## src/rtl/rdqm_pkg.sv

```systemverilog
// Package for the RED drop queue manager: item types, register codes and
// drop thresholds shared by the configuration block and the top level.
// Depends on nothing.
package rdqm_pkg;

    localparam int DEFAULT_QUEUE_DEPTH = 64;
    localparam int DEFAULT_TAG_BITS    = 32;

    localparam int TAG_W    = 32;   // width of the tag fields in the items
    localparam int RND_W    = 16;
    localparam int QLEN_W   = 7;
    localparam int TOTAL_W  = 32;
    localparam int CAP_W    = 7;
    localparam int APB_AW   = 3;
    localparam int APB_DW   = 32;

    localparam logic [CAP_W-1:0] CAP_RESET = 7'd64;

    // Register index as decoded from the word address.
    localparam logic REG_CAPACITY = 1'b0;

    localparam logic FUNC_ARRIVAL   = 1'b0;
    localparam logic FUNC_DEPARTURE = 1'b1;

    // Drop thresholds on a 17-bit scale: drop when random_value < threshold.
    localparam logic [RND_W:0] THR_Q2 = 17'd13108;
    localparam logic [RND_W:0] THR_Q3 = 17'd32768;
    localparam logic [RND_W:0] THR_Q4 = 17'd52429;
    localparam int             ALWAYS_DROP_LEN = 5;

    typedef struct packed {
        logic             func;
        logic [TAG_W-1:0] packet_tag;
        logic [RND_W-1:0] random_value;
    } rdqm_req_t;

    typedef struct packed {
        logic               was_dropped;
        logic               was_forwarded;
        logic [TAG_W-1:0]   forwarded_tag;
        logic [QLEN_W-1:0]  queue_length;
        logic               start_service;
        logic               more_pending;
        logic [TOTAL_W-1:0] drop_total;
        logic [TOTAL_W-1:0] forward_total;
    } rdqm_rsp_t;

    typedef struct packed {
        logic [CAP_W-1:0] capacity;
        logic             flush;
    } rdqm_cfg_t;

endpackage

```

## src/rtl/rdqm_tag_ram.sv

```systemverilog
// Tag storage of the queue: one write port and one read port with a
// registered read. Depends on nothing.
module rdqm_tag_ram #(
    parameter int DEPTH = 64,
    parameter int WIDTH = 32
) (
    input  logic                     clk,
    input  logic                     wr_en,
    input  logic [$clog2(DEPTH)-1:0] wr_addr,
    input  logic [WIDTH-1:0]         wr_data,
    input  logic                     rd_en,
    input  logic [$clog2(DEPTH)-1:0] rd_addr,
    output logic [WIDTH-1:0]         rd_data
);

    logic [WIDTH-1:0] mem [DEPTH];
    logic [WIDTH-1:0] rd_data_reg;

    always_ff @(posedge clk)
    begin
        if (wr_en)
        begin
            mem[wr_addr] <= wr_data;
        end
    end

    always_ff @(posedge clk)
    begin
        if (rd_en)
        begin
            rd_data_reg <= mem[rd_addr];
        end
    end

    assign rd_data = rd_data_reg;

endmodule

```

## src/rtl/rdqm_cfg_regs.sv

```systemverilog
// APB configuration register for the queue capacity, with a flush pulse on
// every capacity write. Depends on rdqm_pkg.
module rdqm_cfg_regs
    import rdqm_pkg::*;
(
    input  logic              clk,
    input  logic              rst_n,
    input  logic              psel,
    input  logic              penable,
    input  logic              pwrite,
    input  logic [APB_AW-1:0] paddr,
    input  logic [APB_DW-1:0] pwdata,
    output logic [APB_DW-1:0] prdata,
    output logic              pready,
    output rdqm_cfg_t         cfg
);

    logic [CAP_W-1:0] capacity_reg;
    logic             flush_reg;
    logic             wr_cap;

    // The byte lanes below the word address are ignored.
    assign wr_cap = psel && penable && pwrite && (paddr[2] == REG_CAPACITY);

    always_ff @(posedge clk or negedge rst_n)
    begin
        if (!rst_n)
        begin
            capacity_reg <= CAP_RESET;
            flush_reg    <= 1'b0;
        end
        else
        begin
            flush_reg <= wr_cap;
            if (wr_cap)
            begin
                capacity_reg <= pwdata[CAP_W-1:0];
            end
        end
    end

    always_comb
    begin
        prdata = '0;
        unique case (paddr[2])
            REG_CAPACITY: prdata = APB_DW'(capacity_reg);
            default:      prdata = '0;
        endcase
    end

    assign pready       = 1'b1;
    assign cfg.capacity = capacity_reg;
    assign cfg.flush    = flush_reg;

endmodule

```

## src/rtl/red_drop_queue_manager_core.sv

```systemverilog
// Top level of the RED drop queue manager: input register, queue state,
// admission logic and result register. Depends on rdqm_pkg, rdqm_cfg_regs
// and rdqm_tag_ram.
//
// Usage: events enter on the req channel (valid/ready), one item per event.
// An arrival (func = 0) carries a packet tag and a 16-bit random value; a
// departure (func = 1) pops the head of the queue. Every item produces exactly
// one result item on the rsp channel: drop and forward flags, the popped tag,
// the queue length after the event, the service hints and both saturating
// totals. The capacity register sits on the APB port at byte address 0; a
// write to it empties the queue but keeps the totals.
//
// An accepted item waits in the input register, where the drop decision is
// made and the tag memory is written or read; when it advances, rsp_valid
// rises as the result register loads, in step with the registered read of
// the tag memory. Throughput is one item per cycle while rsp_ready is high.
// While rsp_ready is low the result register holds its item, the input
// register holds the next one and req_ready falls only once both are full.
// Reset empties the queue, clears both totals and sets the capacity to 64; the
// tag memory is not cleared, since only written entries are ever read.
module red_drop_queue_manager_core
    import rdqm_pkg::*;
#(
    parameter int QUEUE_DEPTH = DEFAULT_QUEUE_DEPTH,
    parameter int TAG_BITS    = DEFAULT_TAG_BITS
) (
    input  logic              clk,
    input  logic              rst_n,
    input  logic              req_valid,
    output logic              req_ready,
    input  rdqm_req_t         req,
    output logic              rsp_valid,
    input  logic              rsp_ready,
    output rdqm_rsp_t         rsp,
    input  logic              psel,
    input  logic              penable,
    input  logic              pwrite,
    input  logic [APB_AW-1:0] paddr,
    input  logic [APB_DW-1:0] pwdata,
    output logic [APB_DW-1:0] prdata,
    output logic              pready
);

    localparam int IDX_W = $clog2(QUEUE_DEPTH);
    localparam int CNT_W = $clog2(QUEUE_DEPTH + 1);
    // Compare width wide enough for the count, the capacity and the depth.
    localparam int CMP_W = ((CNT_W > CAP_W) ? CNT_W : CAP_W) + 1;
    localparam int EXT_W = 128;

    rdqm_cfg_t cfg;

    rdqm_cfg_regs u_cfg_regs (
        .clk     (clk),
        .rst_n   (rst_n),
        .psel    (psel),
        .penable (penable),
        .pwrite  (pwrite),
        .paddr   (paddr),
        .pwdata  (pwdata),
        .prdata  (prdata),
        .pready  (pready),
        .cfg     (cfg)
    );

    // Input register.
    logic      s1_valid_reg;
    rdqm_req_t s1_item_reg;
    logic      s1_adv;

    // Queue state.
    logic [IDX_W-1:0]   head_reg, head_next;
    logic [IDX_W-1:0]   tail_reg, tail_next;
    logic [CNT_W-1:0]   count_reg, count_next;
    logic [TOTAL_W-1:0] drop_cnt_reg, drop_cnt_next;
    logic [TOTAL_W-1:0] fwd_cnt_reg, fwd_cnt_next;

    // Result register.
    logic      rsp_valid_reg;
    rdqm_rsp_t rsp_reg, rsp_next;

    // Decision terms.
    logic             is_arrival;
    logic [CMP_W-1:0] count_x;
    logic [CMP_W-1:0] cap_eff;
    logic [RND_W:0]   rnd_x;
    logic             early_drop;
    logic             full;
    logic             admit;
    logic             depart;

    logic [TAG_BITS-1:0] wr_tag;
    logic [TAG_BITS-1:0] rd_tag;

    function automatic logic [IDX_W-1:0] next_idx(input logic [IDX_W-1:0] i);
        logic [IDX_W:0] inc;
        inc = {1'b0, i} + (IDX_W+1)'(1);
        return (inc >= (IDX_W+1)'(QUEUE_DEPTH)) ? '0 : inc[IDX_W-1:0];
    endfunction

    assign s1_adv    = s1_valid_reg && (!rsp_valid_reg || rsp_ready);
    assign req_ready = !s1_valid_reg || s1_adv;

    always_comb
    begin
        is_arrival = (s1_item_reg.func == FUNC_ARRIVAL);
        count_x    = CMP_W'(count_reg);
        cap_eff    = (CMP_W'(cfg.capacity) > CMP_W'(QUEUE_DEPTH)) ?
                     CMP_W'(QUEUE_DEPTH) : CMP_W'(cfg.capacity);
        rnd_x      = {1'b0, s1_item_reg.random_value};

        // Stepped drop curve: never below two entries, always from five up.
        if (count_x >= CMP_W'(ALWAYS_DROP_LEN))
        begin
            early_drop = 1'b1;
        end
        else
        begin
            case (count_x[2:0])
                3'd2:    early_drop = (rnd_x < THR_Q2);
                3'd3:    early_drop = (rnd_x < THR_Q3);
                3'd4:    early_drop = (rnd_x < THR_Q4);
                default: early_drop = 1'b0;
            endcase
        end

        full   = (count_x >= cap_eff);
        admit  = is_arrival && !early_drop && !full;
        depart = !is_arrival && (count_reg != '0);
    end

    always_comb
    begin
        head_next     = head_reg;
        tail_next     = tail_reg;
        count_next    = count_reg;
        drop_cnt_next = drop_cnt_reg;
        fwd_cnt_next  = fwd_cnt_reg;

        if (is_arrival && !admit && (drop_cnt_reg != '1))
        begin
            drop_cnt_next = drop_cnt_reg + TOTAL_W'(1);
        end
        if (admit)
        begin
            tail_next  = next_idx(tail_reg);
            count_next = count_reg + CNT_W'(1);
        end
        if (depart)
        begin
            head_next  = next_idx(head_reg);
            count_next = count_reg - CNT_W'(1);
            if (fwd_cnt_reg != '1)
            begin
                fwd_cnt_next = fwd_cnt_reg + TOTAL_W'(1);
            end
        end

        rsp_next.was_dropped   = is_arrival && !admit;
        rsp_next.was_forwarded = depart;
        rsp_next.forwarded_tag = '0;    // filled from the tag memory read
        rsp_next.queue_length  = QLEN_W'(count_next);
        rsp_next.start_service = admit && (count_reg == '0);
        rsp_next.more_pending  = depart && (count_reg != CNT_W'(1));
        rsp_next.drop_total    = drop_cnt_next;
        rsp_next.forward_total = fwd_cnt_next;
    end

    assign wr_tag = TAG_BITS'(EXT_W'(s1_item_reg.packet_tag));

    rdqm_tag_ram #(
        .DEPTH (QUEUE_DEPTH),
        .WIDTH (TAG_BITS)
    ) u_tag_ram (
        .clk     (clk),
        .wr_en   (s1_adv && admit),
        .wr_addr (tail_reg),
        .wr_data (wr_tag),
        .rd_en   (s1_adv && depart),
        .rd_addr (head_reg),
        .rd_data (rd_tag)
    );

    // Control state.
    always_ff @(posedge clk or negedge rst_n)
    begin
        if (!rst_n)
        begin
            s1_valid_reg  <= 1'b0;
            rsp_valid_reg <= 1'b0;
            head_reg      <= '0;
            tail_reg      <= '0;
            count_reg     <= '0;
            drop_cnt_reg  <= '0;
            fwd_cnt_reg   <= '0;
        end
        else
        begin
            if (req_ready)
            begin
                s1_valid_reg <= req_valid;
            end
            if (s1_adv)
            begin
                rsp_valid_reg <= 1'b1;
            end
            else if (rsp_ready)
            begin
                rsp_valid_reg <= 1'b0;
            end

            // The user must issue a capacity write only while the block is idle; the block itself does not enforce it.
            if (cfg.flush)
            begin
                head_reg  <= '0;
                tail_reg  <= '0;
                count_reg <= '0;
            end
            else if (s1_adv)
            begin
                head_reg  <= head_next;
                tail_reg  <= tail_next;
                count_reg <= count_next;
            end
            if (s1_adv)
            begin
                drop_cnt_reg <= drop_cnt_next;
                fwd_cnt_reg  <= fwd_cnt_next;
            end
        end
    end

    // Payload registers.
    always_ff @(posedge clk)
    begin
        if (req_valid && req_ready)
        begin
            s1_item_reg <= req;
        end
        if (s1_adv)
        begin
            rsp_reg <= rsp_next;
        end
    end

    always_comb
    begin
        rsp               = rsp_reg;
        rsp.forwarded_tag = rsp_reg.was_forwarded ? TAG_W'(EXT_W'(rd_tag)) : '0;
    end

    assign rsp_valid = rsp_valid_reg;

    // The occupancy never exceeds the storage.
    a_count_bound: assert property (@(posedge clk) disable iff (!rst_n)
        count_reg <= CNT_W'(QUEUE_DEPTH))
        else $error("queue count exceeds depth");

    // A result never both drops and forwards.
    a_drop_fwd_excl: assert property (@(posedge clk) disable iff (!rst_n)
        rsp_valid |-> !(rsp.was_dropped && rsp.was_forwarded))
        else $error("result both dropped and forwarded");

    // Start of service only when the arrival left exactly one entry.
    a_start_len: assert property (@(posedge clk) disable iff (!rst_n)
        (rsp_valid && rsp.start_service) |-> (rsp.queue_length == QLEN_W'(1)))
        else $error("start_service with queue length other than one");

    // More pending only follows a forwarded departure.
    a_more_fwd: assert property (@(posedge clk) disable iff (!rst_n)
        (rsp_valid && rsp.more_pending) |-> rsp.was_forwarded)
        else $error("more_pending without a forward");

    // The count moves only when an item is processed or the queue is flushed.
    a_count_stable: assert property (@(posedge clk) disable iff (!rst_n)
        (!$past(s1_adv) && !$past(cfg.flush)) |-> $stable(count_reg))
        else $error("queue count changed without an item");

endmodule
```

## config.mk

```make
export PLATFORM = sky130hd
export DESIGN_NAME = red_drop_queue_manager_core
export DESIGN_NICKNAME = d
export VERILOG_FILES = /design/src/rtl/rdqm_pkg.sv /design/src/rtl/rdqm_tag_ram.sv /design/src/rtl/rdqm_cfg_regs.sv /design/src/rtl/red_drop_queue_manager_core.sv
export SDC_FILE = /design/constraint.sdc
export NUM_CORES = 2
export LEC_CHECK = 0
export ABC_AREA = 1
export BUFFER_PORTS_ARGS = -buffer_cell sky130_fd_sc_hd__buf_2
export CORE_MARGIN = 1.5
export CORE_UTILIZATION = 45
export DETAILED_ROUTE_END_ITERATION = 8
export GPL_ROUTABILITY_DRIVEN = 0
export SKIP_CTS_REPAIR_TIMING = 1
export SYNTH_ARGS = -nofsm -noshare
export SYNTH_HDL_FRONTEND = slang
export SYNTH_SLANG_ARGS = --single-unit
```

## constraint.sdc

```tcl
create_clock -name clk -period 5.1 [get_ports clk]
set_input_delay 1.275 -clock clk [delete_from_list [all_inputs] [get_ports clk]]
set_output_delay 1.275 -clock clk [all_outputs]
set_load 0.01 [all_outputs]
```

=== Yosys cells after proc, flatten, opt, wreduce, memory -nomap -nowiden ===
Memory sizes are Yosys's and may differ from the RTL's. A register that Yosys moved wholly into a read port is not among the register bits.
Index checks and enable logic that the tools add are counted.

* Flip-flop bits (word level): 217
* Bits in writable memories: 2048
* Input bits: 91
* Output and inout bits: 142
* Logic and storage cells: 95
* Memories kept: 1

* Add/sub/neg operators: 6
* $lt $le $gt $ge: 8
* Equal/unequal tests: 6
* Muxes and demuxes: 24
* Bitwise logic cells: 2
* Reduce and logical (&&, ||, !) cells: 29

{| class="wikitable"
|+ Memories
! name !! words !! width !! rd ports !! clocked after Yosys merged registers in !! write ports !! line !! RTL
|-
| u_tag_ram.mem || 64 || 32 || 1 || 1 || 1 || rdqm_tag_ram.sv:16 || <nowiki>logic [WIDTH-1:0] mem [DEPTH];</nowiki>
|}

{| class="wikitable"
|+ Operators by type and width
! operator !! count
|-
| $mux 32 || 4
|-
| $add 32x1->32 const B || 2
|-
| $ne 32x32->1 const B || 2
|-
| $mux 6 || 8
|-
| $mux 7 || 6
|-
| $lt 16x16->1 const B || 2
|-
| $lt 16x14->1 const B || 1
|-
| $add 6x1->7 const B || 2
|-
| $ge 7x7->1 const B || 2
|-
| $logic_and 1x1->1 || 14
|-
| $reduce_bool 2->1 || 4
|-
| $add 7x1->7 const B || 1
|-
| $ge 7x3->1 const B || 1
|-
| $ge 7x7->1 || 1
|-
| $gt 7x7->1 const B || 1
|-
| $logic_not 7->1 || 1
|-
| $ne 7x1->1 const B || 1
|-
| $reduce_bool 7->1 || 1
|-
| $sub 7x1->7 const B || 1
|-
| $eq 3x2->1 const B || 2
|-
| $logic_not 1->1 || 5
|-
| $mux 1 || 5
|-
| $reduce_and 2->1 || 2
|-
| $eq 3x3->1 const B || 1
|-
| 3 further kinds || 5
|}

=== Longest topological paths before layout ===
* Word-level depth: 10
* Depth in mapped cells: 17
* Mapped depth without buffers: 15

=== By module ===
A second synthesis with hierarchy kept.

* Cell total of the unflattened synthesis: 8089
* Area, all modules: 94598.2 sq um

{| class="wikitable"
|+ By module, submodules not included
! module !! times used !! cells an instance !! area an instance (sq um) !! sequential area each (sq um)
|-
| rdqm_tag_ram || 1 || 6769 || 83058.4 || 62459.9
|-
| red_drop_queue_manager_core || 1 || 1241 || 10930.5 || 5850.6
|-
| rdqm_cfg_regs || 1 || 79 || 609.3 || 201.4
|}

=== Least setup slack after synthesis ===
No wires, ideal clock.

* Path kind: reg-to-reg
* From: register u_cfg_regs.capacity_reg[0]
* To: memory u_tag_ram.mem[17][0] (enable)
* Library setup time: 0.421 ns
* Data arrival time: 3.725 ns
* Data required time: 4.679 ns
* Setup slack: 0.954 ns
* Stages on the path, launching flop included: 13
* Buffers on the path: 1
* Clock period less this slack: 4.146 ns
* Path through: dfrtp_1 -> inv_1 -> nand4_1 -> o21ai_0 -> nand2_1 -> ha_1 -> a21oi_1 -> o21ai_1 -> a211oi_1 -> nand4_1 -> or2_2 -> clkbuf_1 -> nor2_1

* Word-level cells in the longest chain between the ends: 8

{| class="wikitable"
|+ Ends and longest elaborated chain
! element !! line !! RTL
|-
| from (decl) || rdqm_cfg_regs.sv:18 || <nowiki>logic [CAP_W-1:0] capacity_reg;</nowiki>
|-
| from (signal assigned) || rdqm_cfg_regs.sv:37 || <nowiki>capacity_reg <= pwdata[CAP_W-1:0];</nowiki>
|-
| $gt 7x7->1 || red_drop_queue_manager_core.sv:107 || <nowiki>cap_eff = (CMP_W'(cfg.capacity) > CMP_W'(QUEUE_DEPTH)) ?</nowiki>
|-
| $mux 7 * || red_drop_queue_manager_core.sv:107 ||
|-
| $ge 7x7->1 * || red_drop_queue_manager_core.sv:126 || <nowiki>full = (count_x >= cap_eff);</nowiki>
|-
| $logic_not 1->1 * || red_drop_queue_manager_core.sv:127 || <nowiki>admit = is_arrival && !early_drop && !full;</nowiki>
|-
| $logic_and 1x1->1 * || red_drop_queue_manager_core.sv:127 ||
|-
| $logic_and 1x1->1 * || red_drop_queue_manager_core.sv:175 || <nowiki>.wr_en (s1_adv && admit),</nowiki>
|-
| $mux 1 * || rdqm_tag_ram.sv:21 || <nowiki>if (wr_en)</nowiki>
|-
| $mux 1 (implied by the code) * || rdqm_tag_ram.sv:23 || <nowiki>mem[wr_addr] <= wr_data;</nowiki>
|-
| to (decl) || rdqm_tag_ram.sv:16 ||
|}

Every way passes the cells marked *; elsewhere a longest branch is shown, timed or not.

=== Worst setup path in the final report ===
* From: register u_cfg_regs.capacity_reg[0]
* To: memory u_tag_ram.mem[32][17] (enable)

Same word-level chain as after synthesis.

==> impl_metrics.env <==
export IMPL_switching_share_pct=35.08
export IMPL_rsz0062_at_grt="no"
export IMPL_syn_area_um2=92060
export IMPL_first_pass_iters=5
export IMPL_die_width_um=455.3
export IMPL_timing_fmax_mhz=231.3
export IMPL_cts_sinks=2297
export IMPL_critPathTopFamily="simple AND/OR/NAND/NOR gates"
export IMPL_seqPwrFrac_pct=41.8
export IMPL_areaGrowthSynthToFinish_pct=13.03
export IMPL_fin_nets=7490
export IMPL_synthArstFlopShare_pct=4.049
export IMPL_slowest_stage="nor2_4"
export IMPL_min_path_type="flop to flop"
export IMPL_intPower_uw=33940
export IMPL_clock_tree_root_cell="clkbuf_16"
export IMPL_wirelength_mm=261.4
export IMPL_path_buf_inv=4
export IMPL_dp_hpwl_mm=143.1
export IMPL_pre_cts_ws_ps=841.7
export IMPL_path_max_fanout=23
export IMPL_vdd_ir_drop_worst_v=0.0005492
export IMPL_antenna_found_initial=12
export IMPL_pwr_share_comb_pct=27.9
export IMPL_p_leak_uw=0.03477
export IMPL_maxCapViolCount=0
export IMPL_place_port_buffers=179
export IMPL_grt_start_max_net_pins=178
export IMPL_nFillCells=17070
export IMPL_worstMarginPinSlew_ps=1291
export IMPL_crit_path_max_incr_delay_ps=540
export IMPL_die_y_um=455.3
export IMPL_crit_top_cell="nand4_1"
export IMPL_power_density_nw_per_um2=502.4
export IMPL_finalClockSkew_ps=26.99
export IMPL_power_net_switching_uw=18340
export IMPL_placementRows=165
export IMPL_reg2reg_to="u_tag_ram.mem[32][17]"
export IMPL_numCtsBuffers=226
export IMPL_dr_total_vias=60180
export IMPL_pin_count=233
export IMPL_initial_core_util_pct=45.41
export IMPL_post_route_period_util_pct=84.78
export IMPL_clock_power_share_pct=30.3
export IMPL_overflow=0
export IMPL_cp_end_kind="flop"
export IMPL_crit_required_ps=5640
export IMPL_timing_setup_critical_path_class="flop to flop"
export IMPL_core_area_um2=202700
export IMPL_clock_latency_ps=870
export IMPL_worstHoldEndpoint="rsp_valid"
export IMPL_hold_path_startpoint="rsp_valid"
export IMPL_grt_pass1_wl_mm=378.7
export IMPL_ant_nets=0
export IMPL_drt_iter0_markers=7611
export IMPL_grt_pass1_vias=57060
export IMPL_synthCells=7231
export IMPL_startpoint_type="flop"
export IMPL_setup_ws_ps=776.2
export IMPL_r2r_slack_ps=780
export IMPL_largest_reg_flops=2048
export IMPL_htreeDepth=4
export IMPL_reg2reg_depth=14
export IMPL_r2r_start="u_cfg_regs.capacity_reg[0]"
export IMPL_whs_path_depth=2
export IMPL_synth_edf_count=2204
export IMPL_tns_ps=0
export IMPL_clkSlewWorstSetupHoldPaths_ps=60
export IMPL_crit_chain="inv_1, nand4_1, o21ai_0, nand2_1, ha_1, a21oi_1, o21ai_1, a211oi_1, nand4_1, buf_4, clkinv_1, nand4_2, nor2_4, buf_12"
export IMPL_yosys_warnings=0
export IMPL_avgViaCountPerCell=5.875
export IMPL_setup_violations=0
export IMPL_hold_slack_ps=538.0
export IMPL_arrival_ps=4860
export IMPL_wl_per_cell_um=25.52
export IMPL_seq_area_frac_synth_pct=74.42
export IMPL_outcome="finished clean"
export IMPL_drive_above_1_share_pct=10.99
export IMPL_groute_usage_overall_pct=24.75
export IMPL_slew_headroom_pct=13.94
export IMPL_clockBufferDepth=3
export IMPL_ys_ff_latch=2297
export IMPL_synth_top_flop_cell="edfxtp_1"
export IMPL_fin_crit_ps=4324
export IMPL_die_area_um2=207300
export IMPL_syn_area_per_cell_um2=12.73
export IMPL_cts_tree="yes"
export IMPL_hold_viol_final=0
export IMPL_drc_errors=0
export IMPL_yosysUniqueCellTypes=51
export IMPL_maxSlewViolCount=0
cells in the mapped netlist, types with 3 or more instances:
cell type	instances	area (um^2)
a21oi_1	45	225.2
dfrtp_1	92	2302
o2111ai_1	8	70.07
buf_4	37	277.8
buf_6	4	45.04
ha_1	17	212.7
o221ai_1	121	1060
buf_1	21	78.83
a22oi_1	4	30.03
xor2_1	45	394.1
nor3b_1	3	22.52
buf_2	107	535.5
nand4_1	48	300.3
inv_2	7	26.28
clkinv_1	5	18.77
o211ai_1	84	630.6
clkbuf_1	336	1261
nor3_1	32	160.2
nor3_2	3	30.03
a31oi_1	5	31.28
o22ai_1	412	2577
nor2_1	1304	4895
nand2_1	720	2703
inv_1	144	540.5
nor2_4	3	33.78
o311ai_1	3	26.28
nand3_1	120	600.6
or2_2	9	56.30
xnor2_1	11	96.34
nand3b_1	4	30.03
o21ai_1	48	240.2
and2_1	4	25.02
edfxtp_1	2204	66180
mux2i_1	16	160.2
o21ai_0	1167	5841
nand2_2	18	112.6
logic make-up after synthesis:
group	count (synthesis)	share of synthesized area (%)
buffers and inverters	662	3.046
flip-flops	2297	74.42
adder cells (fa/ha/maj)	17	0.2311
AO/OA/AOI/OAI	1905	11.74
XOR/XNOR	56	0.5328
multiplexers	16	0.1740
AND/OR/NAND/NOR	2276	9.849
other	2	0.008158
worst max-delay path by stage:
stage                                     startpoint                    end  slack [ps]  cells after the start
after global routing      u_cfg_regs.capacity_reg[0]   u_tag_ram.mem[34][6]         620                     14
final                     u_cfg_regs.capacity_reg[0]  u_tag_ram.mem[32][17]         780                     14
after CTS                 u_cfg_regs.capacity_reg[0]  u_tag_ram.mem[32][17]         790                     14
after floorplan           u_cfg_regs.capacity_reg[0]   u_tag_ram.mem[17][0]         950                     12
after detailed placement  u_cfg_regs.capacity_reg[0]  u_tag_ram.mem[34][14]         840                     14
after global placement    u_cfg_regs.capacity_reg[0]  u_tag_ram.mem[34][13]         730                     14
power by group through the flow:
stage / registers [uW] / logic, uW / clock network [uW]
floorplan: 22200 / 8700 / 0
global placement: 22200 / 14100 / 0
detailed placement: 22200 / 14300 / 0
CTS: 21800 / 14400 / 16000
global route: 21900 / 15700 / 16800
finish: 21800 / 14600 / 15800
cells in the final DEF, fill, tap and decap left out, drive strengths merged, types with 2 or more instances in the layout:
master    instances
nand3           122
and2              4
o311ai            5
nand2           738
a31oi             5
o221ai          121
o211ai           84
a21oi            45
conb             26
nand3b            5
nor3b             3
o2111ai           8
nor4              2
nand4            50
buf             405
bufinv           11
inv             156
xor2             45
or2               9
o22ai           412
nor2           1308
o221a             2
diode             7
o21ai          1215
dfrtp            92
a211oi            2
a22oi             4
xnor2            11
nor3             35
mux2i            16
edfxtp         2204
clkinv          108
ha               17
clkbuf          286
clkinvlp          5
worst reg2reg max path, stage by stage, from the launching register on:
cell and delay (ps):
dfrtp_1 360, inv_1 120, nand4_1 100, o21ai_0 280, nand2_1 110, ha_1 330, a21oi_1 150, o21ai_1 90
a211oi_1 490, nand4_1 270, buf_4 250, clkinv_1 190, nand4_2 420, nor2_4 550, buf_12 270
cell type report:
type	instances	area [um^2]	area share, %
well taps	2672	3343	3.213
multi-input cells	4296	21320	20.49
clock inverters	124	940.9	0.9043
inverters	156	619.3	0.5952
clock buffers	286	5996	5.762
diodes	7	17.52	0.01683
repair buffers	405	3283	3.155
flip-flops and latches	2297	68530	65.86
per-stage QoR:
stage	instance area (um^2)	util, %	std cells	power [uW]
floorplan	92150	-	7255	30860
global placement	97100	47.89	9826	36380
detailed placement	97100	47.89	9826	36560
CTS	104000	51.32	10240	52250
global route	104000	51.32	10240	54370
finish	104100	51.32	10240	52280
routing by layer:
metal	wire length (um)	part of all wire, %	track usage, %
met1	109600	42	35.27
met2	119600	46	38.28
met3	22480	8.6	3.959
met4	9700	3.7	9.463
met5	27	0.010	0
Power figures use the tool's default switching activity.
